[config.mk]
export PLATFORM = sky130hd
export DESIGN_NAME = scalar_kalman_filter_flat
export DESIGN_NICKNAME = d
export VERILOG_FILES = /design/src/skf_pkg.sv /design/src/skf_if.sv /design/src/scalar_kalman_filter.sv /design/src/flat_wrapper.sv
export VERILOG_INCLUDE_DIRS = /design/src /design/src/src
export SDC_FILE = /design/constraint.sdc
export NUM_CORES = 2
export LEC_CHECK = 0
export ABC_AREA = 0
export BUFFER_PORTS_ARGS = -buffer_cell sky130_fd_sc_hd__buf_4
export CAP_MARGIN = 5
export CORE_ASPECT_RATIO = 1.5
export CORE_MARGIN = 2
export CORE_UTILIZATION = 55
export CTS_CLUSTER_DIAMETER = 30
export CTS_CLUSTER_SIZE = 25
export DETAILED_ROUTE_END_ITERATION = 7
export PLACE_DENSITY = 0.78
export SLEW_MARGIN = 10
export SYNTH_ARGS = -nofsm -noshare
export SYNTH_HDL_FRONTEND = slang
export SYNTH_SLANG_ARGS = --single-unit
[constraint.sdc]
create_clock -name i_clk -period 10.76 [get_ports i_clk]
set_input_delay 2.152 -clock i_clk [delete_from_list [all_inputs] [get_ports i_clk]]
set_output_delay 2.152 -clock i_clk [all_outputs]
set_load 0.05 [all_outputs]
[src/scalar_kalman_filter_defines.svh]
// assertion macros for the scalar kalman filter
`ifndef SCALAR_KALMAN_FILTER_DEFINES_SVH
`define SCALAR_KALMAN_FILTER_DEFINES_SVH

// same-cycle implication, checked out of reset
`define SKF_ASSERT_NOW(label, clk, rst_n, ante, cons, msg) \
    label: assert property (@(posedge clk) disable iff (!rst_n) (ante) |-> (cons)) \
        else $error(msg);

// next-cycle implication, checked out of reset
`define SKF_ASSERT_NEXT(label, clk, rst_n, ante, cons, msg) \
    label: assert property (@(posedge clk) disable iff (!rst_n) (ante) |=> (cons)) \
        else $error(msg);

`endif

[src/skf_pkg.sv]
// shared types, constants and microcode program of the scalar kalman filter
`default_nettype none

package skf_pkg;

    // payload widths
    localparam int SAMPLE_W = 16;
    localparam int EST_W    = 16;
    localparam int GAIN_W   = 31;
    localparam int CFG_IDX_W = 1;
    localparam int CFG_DAT_W = 32;

    // register indexes
    localparam logic [CFG_IDX_W-1:0] REG_MEAS_NOISE = 1'd0;
    localparam logic [CFG_IDX_W-1:0] REG_PROC_NOISE = 1'd1;

    // reset values, unsigned Q2.30
    localparam logic [31:0] MEAS_NOISE_RST = 32'd214748365;
    localparam logic [31:0] PROC_NOISE_RST = 32'd536871;
    localparam logic [31:0] COV_RST        = 32'd1073741824;

    // one in Q1.30 as a gain, and the rounding half
    localparam logic [GAIN_W-1:0] ONE_Q30  = 31'h4000_0000;
    localparam logic [65:0]       HALF_Q30 = 66'h0_2000_0000;

    // divider: one quotient bit per step
    localparam int DIV_STEPS = 31;
    localparam logic [4:0] DIV_LAST = 5'(DIV_STEPS - 1);

    // program counter
    localparam int PC_W = 4;
    typedef logic [PC_W-1:0] t_pc;
    localparam t_pc PC_LAST = 4'd12;

    // datapath operations
    typedef enum logic [3:0] {
        OP_NOP,
        OP_PRED,
        OP_DEN,
        OP_DIV,
        OP_MLO,
        OP_MHI,
        OP_MACC,
        OP_UPDX,
        OP_UPDP,
        OP_DONE
    } t_op;

    // multiplier operand pair
    typedef enum logic {
        SEL_EST,
        SEL_COV
    } t_sel;

    // jump conditions
    typedef enum logic [1:0] {
        JMP_NONE,
        JMP_DENZ,
        JMP_LOOP
    } t_jmp;

    // one control word
    typedef struct packed {
        t_op  op;
        t_sel sel;
        t_jmp jmp;
        t_pc  target;
    } t_ctrl;

    // microcode program
    function automatic t_ctrl ucode(input t_pc pc);
        t_ctrl w;
        w = '{op: OP_NOP, sel: SEL_EST, jmp: JMP_NONE, target: '0};
        unique case (pc)
            4'd0:    w = '{op: OP_PRED, sel: SEL_EST, jmp: JMP_NONE, target: 4'd0};
            4'd1:    w = '{op: OP_DEN,  sel: SEL_EST, jmp: JMP_NONE, target: 4'd0};
            // zero denominator: skip the divide, gain stays zero
            4'd2:    w = '{op: OP_NOP,  sel: SEL_EST, jmp: JMP_DENZ, target: 4'd4};
            4'd3:    w = '{op: OP_DIV,  sel: SEL_EST, jmp: JMP_LOOP, target: 4'd3};
            // estimate update: acc = diff * gain + half
            4'd4:    w = '{op: OP_MLO,  sel: SEL_EST, jmp: JMP_NONE, target: 4'd0};
            4'd5:    w = '{op: OP_MHI,  sel: SEL_EST, jmp: JMP_NONE, target: 4'd0};
            4'd6:    w = '{op: OP_MACC, sel: SEL_EST, jmp: JMP_NONE, target: 4'd0};
            4'd7:    w = '{op: OP_UPDX, sel: SEL_EST, jmp: JMP_NONE, target: 4'd0};
            // covariance update: acc = pp * (one - gain) + half
            4'd8:    w = '{op: OP_MLO,  sel: SEL_COV, jmp: JMP_NONE, target: 4'd0};
            4'd9:    w = '{op: OP_MHI,  sel: SEL_COV, jmp: JMP_NONE, target: 4'd0};
            4'd10:   w = '{op: OP_MACC, sel: SEL_COV, jmp: JMP_NONE, target: 4'd0};
            4'd11:   w = '{op: OP_UPDP, sel: SEL_COV, jmp: JMP_NONE, target: 4'd0};
            4'd12:   w = '{op: OP_DONE, sel: SEL_EST, jmp: JMP_NONE, target: 4'd0};
            default: w = '{op: OP_NOP,  sel: SEL_EST, jmp: JMP_NONE, target: 4'd0};
        endcase
        return w;
    endfunction

endpackage

`default_nettype wire

[src/skf_if.sv]
// handshake interfaces for measurement, result and register write transactions
`default_nettype none

interface skf_in_if
    import skf_pkg::*;
();
    logic                       valid;
    logic                       ready;
    logic signed [SAMPLE_W-1:0] sample;

    modport source (output valid, output sample, input ready);
    modport sink   (input valid, input sample, output ready);
endinterface

interface skf_out_if
    import skf_pkg::*;
();
    logic                     valid;
    logic                     ready;
    logic signed [EST_W-1:0]  estimate;
    logic        [GAIN_W-1:0] gain;

    modport source (output valid, output estimate, output gain, input ready);
    modport sink   (input valid, input estimate, input gain, output ready);
endinterface

interface skf_cfg_if
    import skf_pkg::*;
();
    logic                 valid;
    logic                 ready;
    logic [CFG_IDX_W-1:0] index;
    logic [CFG_DAT_W-1:0] data;

    modport source (output valid, output index, output data, input ready);
    modport sink   (input valid, input index, input data, output ready);
endinterface

`default_nettype wire

[src/scalar_kalman_filter.sv]
// Scalar Kalman filter: a 16-bit measurement refines a Q16.16 estimate and a Q2.30
// covariance; each transaction returns the rounded estimate and the Q1.30 gain used.
// The gain comes from a restoring divider, one quotient bit per cycle, that is skipped
// when P+Q+R is zero; the other microcode steps run on one shared 34x17 multiplier.
// One item is in work at a time; the output register lets the next item be accepted
// while a result waits. Register writes are taken at any time but belong in idle periods.
`default_nettype none

module scalar_kalman_filter
    import skf_pkg::*;
(
    input  wire         i_clk,
    input  wire         i_rst_n,
    skf_cfg_if.sink     i_cfg,
    skf_in_if.sink      i_in,
    skf_out_if.source   o_out
);

`include "scalar_kalman_filter_defines.svh"

    // control state
    logic        r_busy;
    t_pc         r_pc;
    t_pc         n_pc;
    logic [4:0]  r_cnt;
    logic        r_out_valid;

    // configuration and filter state
    logic [31:0] r_meas_noise;
    logic [31:0] r_proc_noise;
    logic signed [31:0] r_x;
    logic [31:0] r_p;

    // working registers
    logic signed [SAMPLE_W-1:0] r_z;
    logic [31:0] r_pp;
    logic [32:0] r_den;
    logic [32:0] r_diff;
    logic [32:0] r_rem;
    logic [GAIN_W-1:0] r_q;
    logic signed [50:0] r_prod;
    logic signed [65:0] r_acc;
    logic signed [EST_W-1:0] r_out_est;
    logic [GAIN_W-1:0] r_out_gain;

    t_ctrl ctrl;
    logic  in_fire;
    logic  out_free;
    logic  jump;

    // control word of the current step
    assign ctrl     = ucode(r_pc);
    assign in_fire  = i_in.valid && i_in.ready;
    assign out_free = !r_out_valid || o_out.ready;

    assign i_in.ready  = !r_busy;
    assign i_cfg.ready = 1'b1;
    assign o_out.valid    = r_out_valid;
    assign o_out.estimate = r_out_est;
    assign o_out.gain     = r_out_gain;

    // jump condition and next step
    always_comb begin
        unique case (ctrl.jmp)
            JMP_DENZ: jump = (r_den == '0);
            JMP_LOOP: jump = (r_cnt != '0);
            default:  jump = 1'b0;
        endcase
        if (jump) begin
            n_pc = ctrl.target;
        end else begin
            n_pc = r_pc + 4'd1;
        end
    end

    // predict sum, saturated when loaded into r_pp
    logic [32:0] pred_sum;
    assign pred_sum = {1'b0, r_p} + {1'b0, r_proc_noise};

    // divider step
    logic        div_first;
    logic [33:0] div_tmp;
    logic        div_bit;
    assign div_first = (r_cnt == DIV_LAST);
    assign div_tmp   = div_first ? {1'b0, r_rem} : {r_rem, 1'b0};
    assign div_bit   = (div_tmp >= {1'b0, r_den});

    // shared multiplier operands
    logic signed [33:0] mul_a;
    logic [GAIN_W-1:0]  mul_b_full;
    logic signed [16:0] mul_b;
    logic signed [50:0] mul_p;
    assign mul_a      = (ctrl.sel == SEL_COV) ? $signed({2'b00, r_pp})
                                              : $signed({r_diff[32], r_diff});
    assign mul_b_full = (ctrl.sel == SEL_COV) ? (ONE_Q30 - r_q) : r_q;
    assign mul_b      = (ctrl.op == OP_MHI) ? $signed({2'b00, mul_b_full[30:16]})
                                            : $signed({1'b0, mul_b_full[15:0]});
    assign mul_p      = mul_a * mul_b;

    // estimate update with clamp
    logic signed [36:0] x_sum;
    logic signed [31:0] x_new;
    assign x_sum = 37'(r_x) + 37'($signed(r_acc[65:30]));
    always_comb begin
        if (x_sum > 37'sd2147483647) begin
            x_new = 32'sh7FFF_FFFF;
        end else if (x_sum < -37'sd2147483648) begin
            x_new = 32'sh8000_0000;
        end else begin
            x_new = x_sum[31:0];
        end
    end

    // output rounding, ties toward +infinity, with clamp
    logic signed [32:0] est_sum;
    logic signed [16:0] est_sh;
    logic signed [EST_W-1:0] est_out;
    assign est_sum = 33'(r_x) + 33'sd32768;
    assign est_sh  = est_sum[32:16];
    always_comb begin
        if (est_sh > 17'sd32767) begin
            est_out = 16'sh7FFF;
        end else if (est_sh < -17'sd32768) begin
            est_out = 16'sh8000;
        end else begin
            est_out = est_sh[15:0];
        end
    end

    // sequencer, handshakes, registers and filter state
    always_ff @(posedge i_clk) begin
        if (!i_rst_n) begin
            r_busy       <= 1'b0;
            r_pc         <= '0;
            r_cnt        <= '0;
            r_out_valid  <= 1'b0;
            r_meas_noise <= MEAS_NOISE_RST;
            r_proc_noise <= PROC_NOISE_RST;
            r_x          <= '0;
            r_p          <= COV_RST;
        end else begin
            if (i_cfg.valid && i_cfg.ready) begin
                unique case (i_cfg.index)
                    REG_MEAS_NOISE: r_meas_noise <= i_cfg.data;
                    REG_PROC_NOISE: r_proc_noise <= i_cfg.data;
                    default: ;
                endcase
            end
            // result register: load on completion, clear when taken
            if (r_busy && (ctrl.op == OP_DONE) && out_free) begin
                r_out_valid <= 1'b1;
            end else if (o_out.ready) begin
                r_out_valid <= 1'b0;
            end
            if (!r_busy) begin
                if (in_fire) begin
                    r_busy <= 1'b1;
                    r_pc   <= '0;
                end
            end else if (ctrl.op == OP_DONE) begin
                if (out_free) begin
                    r_busy      <= 1'b0;
                    r_pc        <= '0;
                end
            end else begin
                r_pc <= n_pc;
                if (ctrl.op == OP_DEN) begin
                    r_cnt <= DIV_LAST;
                end else if (ctrl.op == OP_DIV) begin
                    r_cnt <= r_cnt - 5'd1;
                end
                if (ctrl.op == OP_UPDX) begin
                    r_x <= x_new;
                end
                if (ctrl.op == OP_UPDP) begin
                    r_p <= r_acc[61:30];
                end
            end
        end
    end

    // datapath registers
    always_ff @(posedge i_clk) begin
        if (in_fire) begin
            r_z <= i_in.sample;
        end
        if (r_busy) begin
            case (ctrl.op)
                OP_PRED: begin
                    r_pp <= pred_sum[32] ? 32'hFFFF_FFFF : pred_sum[31:0];
                end
                OP_DEN: begin
                    r_den  <= {1'b0, r_pp} + {1'b0, r_meas_noise};
                    r_rem  <= {1'b0, r_pp};
                    r_q    <= '0;
                    r_diff <= {r_z[15], r_z, 16'h0000} - {r_x[31], r_x};
                end
                OP_DIV: begin
                    r_rem <= div_bit ? 33'(div_tmp - {1'b0, r_den}) : div_tmp[32:0];
                    r_q   <= {r_q[GAIN_W-2:0], div_bit};
                end
                OP_MLO: begin
                    r_prod <= mul_p;
                end
                OP_MHI: begin
                    r_acc  <= 66'(r_prod);
                    r_prod <= mul_p;
                end
                OP_MACC: begin
                    r_acc <= r_acc + (66'(r_prod) <<< 16) + $signed(HALF_Q30);
                end
                OP_DONE: begin
                    if (out_free) begin
                        r_out_est  <= est_out;
                        r_out_gain <= r_q;
                    end
                end
                default: ;
            endcase
        end
    end

    // checks
    `SKF_ASSERT_NOW(a_gain_max, i_clk, i_rst_n, o_out.valid, o_out.gain <= ONE_Q30,
        "gain above one")
    `SKF_ASSERT_NOW(a_pc_range, i_clk, i_rst_n, r_busy, r_pc <= PC_LAST,
        "step counter out of program")
    `SKF_ASSERT_NOW(a_denz_gain, i_clk, i_rst_n,
        r_busy && (ctrl.op == OP_MLO) && (r_den == '0), r_q == '0,
        "zero denominator with nonzero gain")
    `SKF_ASSERT_NEXT(a_accept_start, i_clk, i_rst_n, in_fire, r_busy && (r_pc == '0),
        "accepted item did not start program")

endmodule

`default_nettype wire

[src/flat_wrapper.sv]
// flat-port wrapper written by rule: the top's interface ports become plain ports
module scalar_kalman_filter_flat import skf_pkg::*;
  (i_clk, i_rst_n, i_cfg_valid, i_cfg_index, i_cfg_data, i_cfg_ready, i_in_valid, i_in_sample, i_in_ready, o_out_valid, o_out_estimate, o_out_gain, o_out_ready);
  skf_cfg_if i_cfg_i ();
  skf_in_if i_in_i ();
  skf_out_if o_out_i ();
  input  wire i_clk;
  input  wire i_rst_n;
  input wire logic [$bits(i_cfg_i.valid)-1:0] i_cfg_valid;
  input wire logic [$bits(i_cfg_i.index)-1:0] i_cfg_index;
  input wire logic [$bits(i_cfg_i.data)-1:0] i_cfg_data;
  output wire logic [$bits(i_cfg_i.ready)-1:0] i_cfg_ready;
  input wire logic [$bits(i_in_i.valid)-1:0] i_in_valid;
  input wire logic [$bits(i_in_i.sample)-1:0] i_in_sample;
  output wire logic [$bits(i_in_i.ready)-1:0] i_in_ready;
  output wire logic [$bits(o_out_i.valid)-1:0] o_out_valid;
  output wire logic [$bits(o_out_i.estimate)-1:0] o_out_estimate;
  output wire logic [$bits(o_out_i.gain)-1:0] o_out_gain;
  input wire logic [$bits(o_out_i.ready)-1:0] o_out_ready;
  assign i_cfg_i.valid = i_cfg_valid;
  assign i_cfg_i.index = i_cfg_index;
  assign i_cfg_i.data = i_cfg_data;
  assign i_cfg_ready = i_cfg_i.ready;
  assign i_in_i.valid = i_in_valid;
  assign i_in_i.sample = i_in_sample;
  assign i_in_ready = i_in_i.ready;
  assign o_out_valid = o_out_i.valid;
  assign o_out_estimate = o_out_i.estimate;
  assign o_out_gain = o_out_i.gain;
  assign o_out_i.ready = o_out_ready;
  scalar_kalman_filter u_core (.i_clk(i_clk), .i_rst_n(i_rst_n), .i_cfg(i_cfg_i), .i_in(i_in_i), .o_out(o_out_i));
endmodule
---- Yosys cells after proc, flatten, opt, wreduce, memory -nomap -nowiden ----
Memories as Yosys holds them, arrays and structs flattened. A register that Yosys moved wholly into a read port is not among the register bits.
Cells that the tools add are included.
W data, S select, Z words.
operators by class
  add/sub/neg operators ................... 11
  order comparisons ....................... 5
  reductions and logical operators ........ 25
  bitwise gates (word level) .............. 2
  multiplexer cells ....................... 27
  equal/unequal tests ..................... 13
  multipliers ............................. 1
operator list
  operator                  number
  $pmux W66 S2              1
  $mux W34                  2
  $add A32 B32 Y33          2
  $add A66 B31 Y66 const B  1
  $add A66 B66 Y66          1
  $pmux W33 S2              1
  $mux W32                  2
  $pmux W31 S2              1
  $mul A34 B17 Y51          1
  $add A32 B36 Y37          1
  $gt A37 B32 Y1 const B    1
  $lt A37 B32 Y1 const B    1
  $ge A34 B33 Y1            1
  $add A32 B17 Y33 const B  1
  $logic_not A33 Y1         1
  $mux W33                  1
  $sub A32 B32 Y33          1
  $sub A33 B33 Y33          1
  $mux W16                  2
  $mux W31                  1
  $sub A31 B31 Y31 const A  1
  $mux W4                   7
  $gt A17 B16 Y1 const B    1
  $lt A17 B16 Y1 const B    1
  22 further kinds          50
storage, ports and cells
  memories ................................ 1
  bits of input ports ..................... 54
  ROM bits ................................ 160
  output and inout bits ................... 50
  word-level logic and storage cells ...... 103
  flip-flop bits (word level) ............. 481
memories
  memory           depth  bits a word  rd ports  clocked after memory_dff  wr ports  RTL line       text
  (no name shown)  16     10           1         1                         0         skf_pkg.sv:74  unique case (pc)

---- Longest topological paths before layout ----
  word-level depth ........................ 7
  depth in mapped cells ................... 37
  depth with buffers taken out ............ 36

---- Least setup slack after synthesis ----
No wires, ideal clock.
  path kind ............................... reg2reg
  start ................................... register u_core.r_q[3]
  end ..................................... register u_core.r_prod[49], data pin
  path slack .............................. 2149 ps
  path buffers ............................ 1
  library setup time ...................... 262 ps
  required time ........................... 10498 ps
  arrival time ............................ 8349 ps
  cell stages (with the launch flop) ...... 33
  clock period less this slack ............ 8611 ps
  path through ............................ edfxtp_1 > nor4_4 > nand3_1 > or2_4 > nor2_4 > nand2_2 > or4_4 > o21ai_1 > xor2_1 > a21oi_1 > clkbuf_1 > nand2_1 > fa_1 > inv_1 > fa_1 > fa_1 > fa_1 > fa_1 > inv_1 > fa_1 > inv_1 > ha_1 > a21o_1 > a21o_1 > a21o_1 > a41o_1 > a21o_1 > a21oi_1 > o41a_1 > nor3_1 > o31ai_1 > o21ai_1 > xor2_1
between the ends
  word-level cells in the longest chain between the ends .. 4
ends and longest elaborated chain
  what                    RTL line                     text
  start, declared         scalar_kalman_filter.sv:40   logic [GAIN_W-1:0] r_q;
  start signal, assigned  scalar_kalman_filter.sv:200  r_q <= {r_q[GAIN_W-2:0], div_bit};
  $sub A31 B31 Y31        scalar_kalman_filter.sv:95   assign mul_b_full = (ctrl.sel == SEL_COV) ? (ONE_Q30 - r_q) : r_q;
  $mux W31 (*)            scalar_kalman_filter.sv:95
  $mux W16 (*)            scalar_kalman_filter.sv:96   assign mul_b = (ctrl.op == OP_MHI) ? $signed({2'b00, mul_b_full[30:16]})
  $mul A34 B17 Y51 (*)    scalar_kalman_filter.sv:98   assign mul_p = mul_a * mul_b;
  via u_core.mul_p[49]    scalar_kalman_filter.sv:92   logic signed [50:0] mul_p;
  end signal, assigned    scalar_kalman_filter.sv:203  r_prod <= mul_p;
  end signal, assigned    scalar_kalman_filter.sv:207  r_prod <= mul_p;
  end, declared           scalar_kalman_filter.sv:41   logic signed [50:0] r_prod;
Mark *: on every way through the listed nets, which the timed path passes. The rest lies on a longest branch.
A chain may end at the register's enable or synchronous reset.

---- Final worst setup path ----
  start ................................... register u_core.r_q[0]
  end ..................................... register u_core.r_prod[44], data pin
The elaborated chain is that of the path after synthesis.

==> out/results.tsv <==
metric	value	unit
status	completed	
flop2flop setup slack	0.59	ns
initial drt markers	2642	
Synth Area in XOR/XNOR	4.53	%
slew of the pin with the lowest slew margin	1.22	ns
worst r2r src	u_core.r_q[0]	
Slowest-stage cell, CP	a211oi_4	
CP Capture Type	flop	
post-route DRC violation count	0	
via count	38900	
period utilisation layout	94.5	%
Placed Area	0.0504	mm2
P&R area growth vs syn	10.7	%
Comb power frac	50.0	%
initial antenna violation count	3	
EDFF count, synth	326	
maximum vdd drop	0.255	mV
die area	0.0904	mm2
die extent in y	367	um
post-synthesis compound-gate area fraction	13.2	%
number of global-route vias before repair	40700	
Hold Path Sink	u_core.r_p[27]	
Core Rows	133	
register bit count reported by yosys	472	
H-tree depth	3	
crit-path max FO	12	
setup TNS	0	ns
vias per cell	5.88	
Mapped Area	0.0484	mm2
syn nets	6268	
die width	246	um
CTS tree	done	
Worst setup SP type	flop	
Hold Vio Cnt, Final	0	
global route overflow	0	
IO Pins	104	
Clock Root Buffer	clkbuf_16	
Clock Latency Late Sink	0.67	ns
WP data arrival	10.57	ns
Clock Skew	0.0460	ns
min cycle time layout	10.17	ns
WHS Path Cells	2	
GRT Resource Usage Total	33.0	%
RSZ-0062 raised after global routing	false	
commonest non-fill, non-tap cell in the layout	nand2_1	
final WL	146	mm
Synth Warn #	0	
Worst Hold Launch	u_core.r_p[27]	
largest net degree at the start of global routing	75	
worst r2r path cells	37	
Sw Pwr	4.38	mW
Worst EP required	11.15	ns
most frequent cells in the layout	nand2_1, inv_1, fa_1	
Top FF cell, synth	edfxtp_1	
fraction of layout cells with a size suffix above 1	8.11	%
Nets	6327	
area of the core	0.0874	mm2
sw frac	42.9	%
post-synthesis mux area share	1.75	%
Seq pwr share	22.1	%
synth unique cells	105	
Final Setup Violations	0	
Hold Path Class	reg2reg	
postcts setup bufs	0	
Avg Inst Size Synth	9.09	um2
Starting Density	55.4	%
Final Max Tran Viols	0	
Static Leakage	24.7	nW
CTS Sinks	472	
main combinational cell family by area after synthesis	adder cells	
Async SR Flop Fraction	0	%
Pint	5.83	mW
power density cells	191	mW/mm2
Synth Area in Adders	31.0	%
Max clock buf depth	3	
max cap viols	0	
Num CTS Buffers	90	
f_max	98.3	MHz
Reg clk slew, reported paths	0.05	ns
Hold Buf Count CTS	0	
Post-Synth Simple-Gate Area	15.8	%
RePlAce Congestion	1.00	
drt pass-1 iters	6	
Post-CTS Resized	0	
routed len/inst	22.0	um
slowest stage delay, CP	0.63	ns
first-pass GRT wire length	227	mm
Final ANT Viol Nets	0	
Post-Syn Instances	5323	
relative slew slack	16.4	%
sequential share of the synthesized area	26.3	%
port bufs	102	
kind of critical path	reg2reg	
reg2reg end	u_core.r_prod[44]	
post-DP HPWL	114	mm
post-route cell area	0.0535	mm2
Clk pwr share	27.9	%
## logic make-up (layout without fill, tap and decap cells)
logic type / count (synthesis) / after routing
AO/OA/AOI/OAI: 952 / 952
XOR/XNOR: 250 / 250
adder cells (fa/ha/maj): 891 / 891
buffers and inverters: 952 / 1089
flip-flops: 472 / 472
multiplexers: 79 / 79
other: 1 / 2
AND/OR/NAND/NOR: 1726 / 1726
## metal layers
layer | up-vias | part of all wire, % | GRT usage, %
met5 | - | 0.017 | 0
met4 | 4 | 11 | 30.9
met3 | 654 | 6.7 | 6.01
met2 | 1583 | 48 | 55.0
met1 | 18900 | 34 | 34.8
li1 | 17700 | - | -
## worst max-delay path: cells and delay by family (launching register included)
kind	cells	cell delay, ns
adder cells (fa/ha/maj)	8	3.58
AO/OA/AOI/OAI	11	3.02
AND/OR/NAND/NOR	10	1.99
buffers and inverters	7	0.68
flip-flops	1	0.48
XOR/XNOR	1	0.15
## cells in the mapped netlist, types with 53 or more instances
master,number,area (um2)
a21o_1,132,991
xnor2_1,160,1400
ha_1,379,4740
a21boi_0,83,623
o21ai_0,161,806
dfxtp_1,146,2920
nand2_1,872,3270
nor2b_1,55,344
nand3_1,95,475
nor2_1,378,1420
xor2_1,90,788
nor3_1,53,265
inv_1,752,2820
clkbuf_1,159,597
fa_1,512,10200
a21oi_1,238,1190
and2_1,66,413
edfxtp_1,326,9790
## per-stage QoR
step	power [mW]	cells	setup WS [ns]	util, %	hold slack, ns
after floorplan	5.65	5323	2.15	-	0.445
after global placement	7.19	6437	0.894	57.7	0.457
after detailed placement	7.23	6437	0.726	57.7	0.463
after CTS	10.1	6607	0.637	61.3	0.473
after global routing	10.8	6607	0.0371	61.3	0.494
final	10.2	6608	0.589	61.3	0.469
## state kept, by name (all words and copies together) (netlist names)
signal / flops
u_core.r_diff: 33
u_core.r_p: 32
u_core.r_proc_noise: 32
u_core.o_out.gain: 31
u_core.r_meas_noise: 32
u_core.r_rem: 33
u_core.r_q: 31
u_core.r_busy: 1
u_core.r_x: 32
u_core.o_out.estimate: 16
u_core.ctrl: 7
u_core.r_pc: 4
u_core.r_prod: 51
u_core.r_z: 16
u_core.r_cnt: 5
u_core.r_den: 33
u_core.r_acc: 50
u_core.r_pp: 32
u_core.o_out.valid: 1
## worst max-delay path by stage
stage          depth (start not counted)                 to           from
2_1_floorplan                         32  u_core.r_prod[49]  u_core.r_q[3]
6_report                              37  u_core.r_prod[44]  u_core.r_q[0]
5_1_grt                               36  u_core.r_prod[47]  u_core.r_q[1]
3_5_place_dp                          36  u_core.r_prod[47]  u_core.r_q[0]
4_1_cts                               36  u_core.r_prod[47]  u_core.r_q[0]
3_3_place_gp                          36  u_core.r_prod[49]  u_core.r_q[0]
## final cells by class
class	count	area, um2
tap	1147	1440
timing repair buffer	164	1240
multi-input combinational	3899	32200
sequential	472	12700
fill	7286	33800
clock inverter	70	785
clock buffer	100	2330
antenna	1	2.50
inverter	755	2830
## power groups by stage
stage          clock [mW]  combinational, mW  sequential, mW
6_report             2.84               5.10            2.26
5_1_grt              2.95               5.54            2.26
4_1_cts              2.86               5.01            2.26
3_5_place_dp            0               4.94            2.29
3_3_place_gp            0               4.90            2.29
2_1_floorplan           0               3.38            2.26
(Power assumes the default switching activity.)
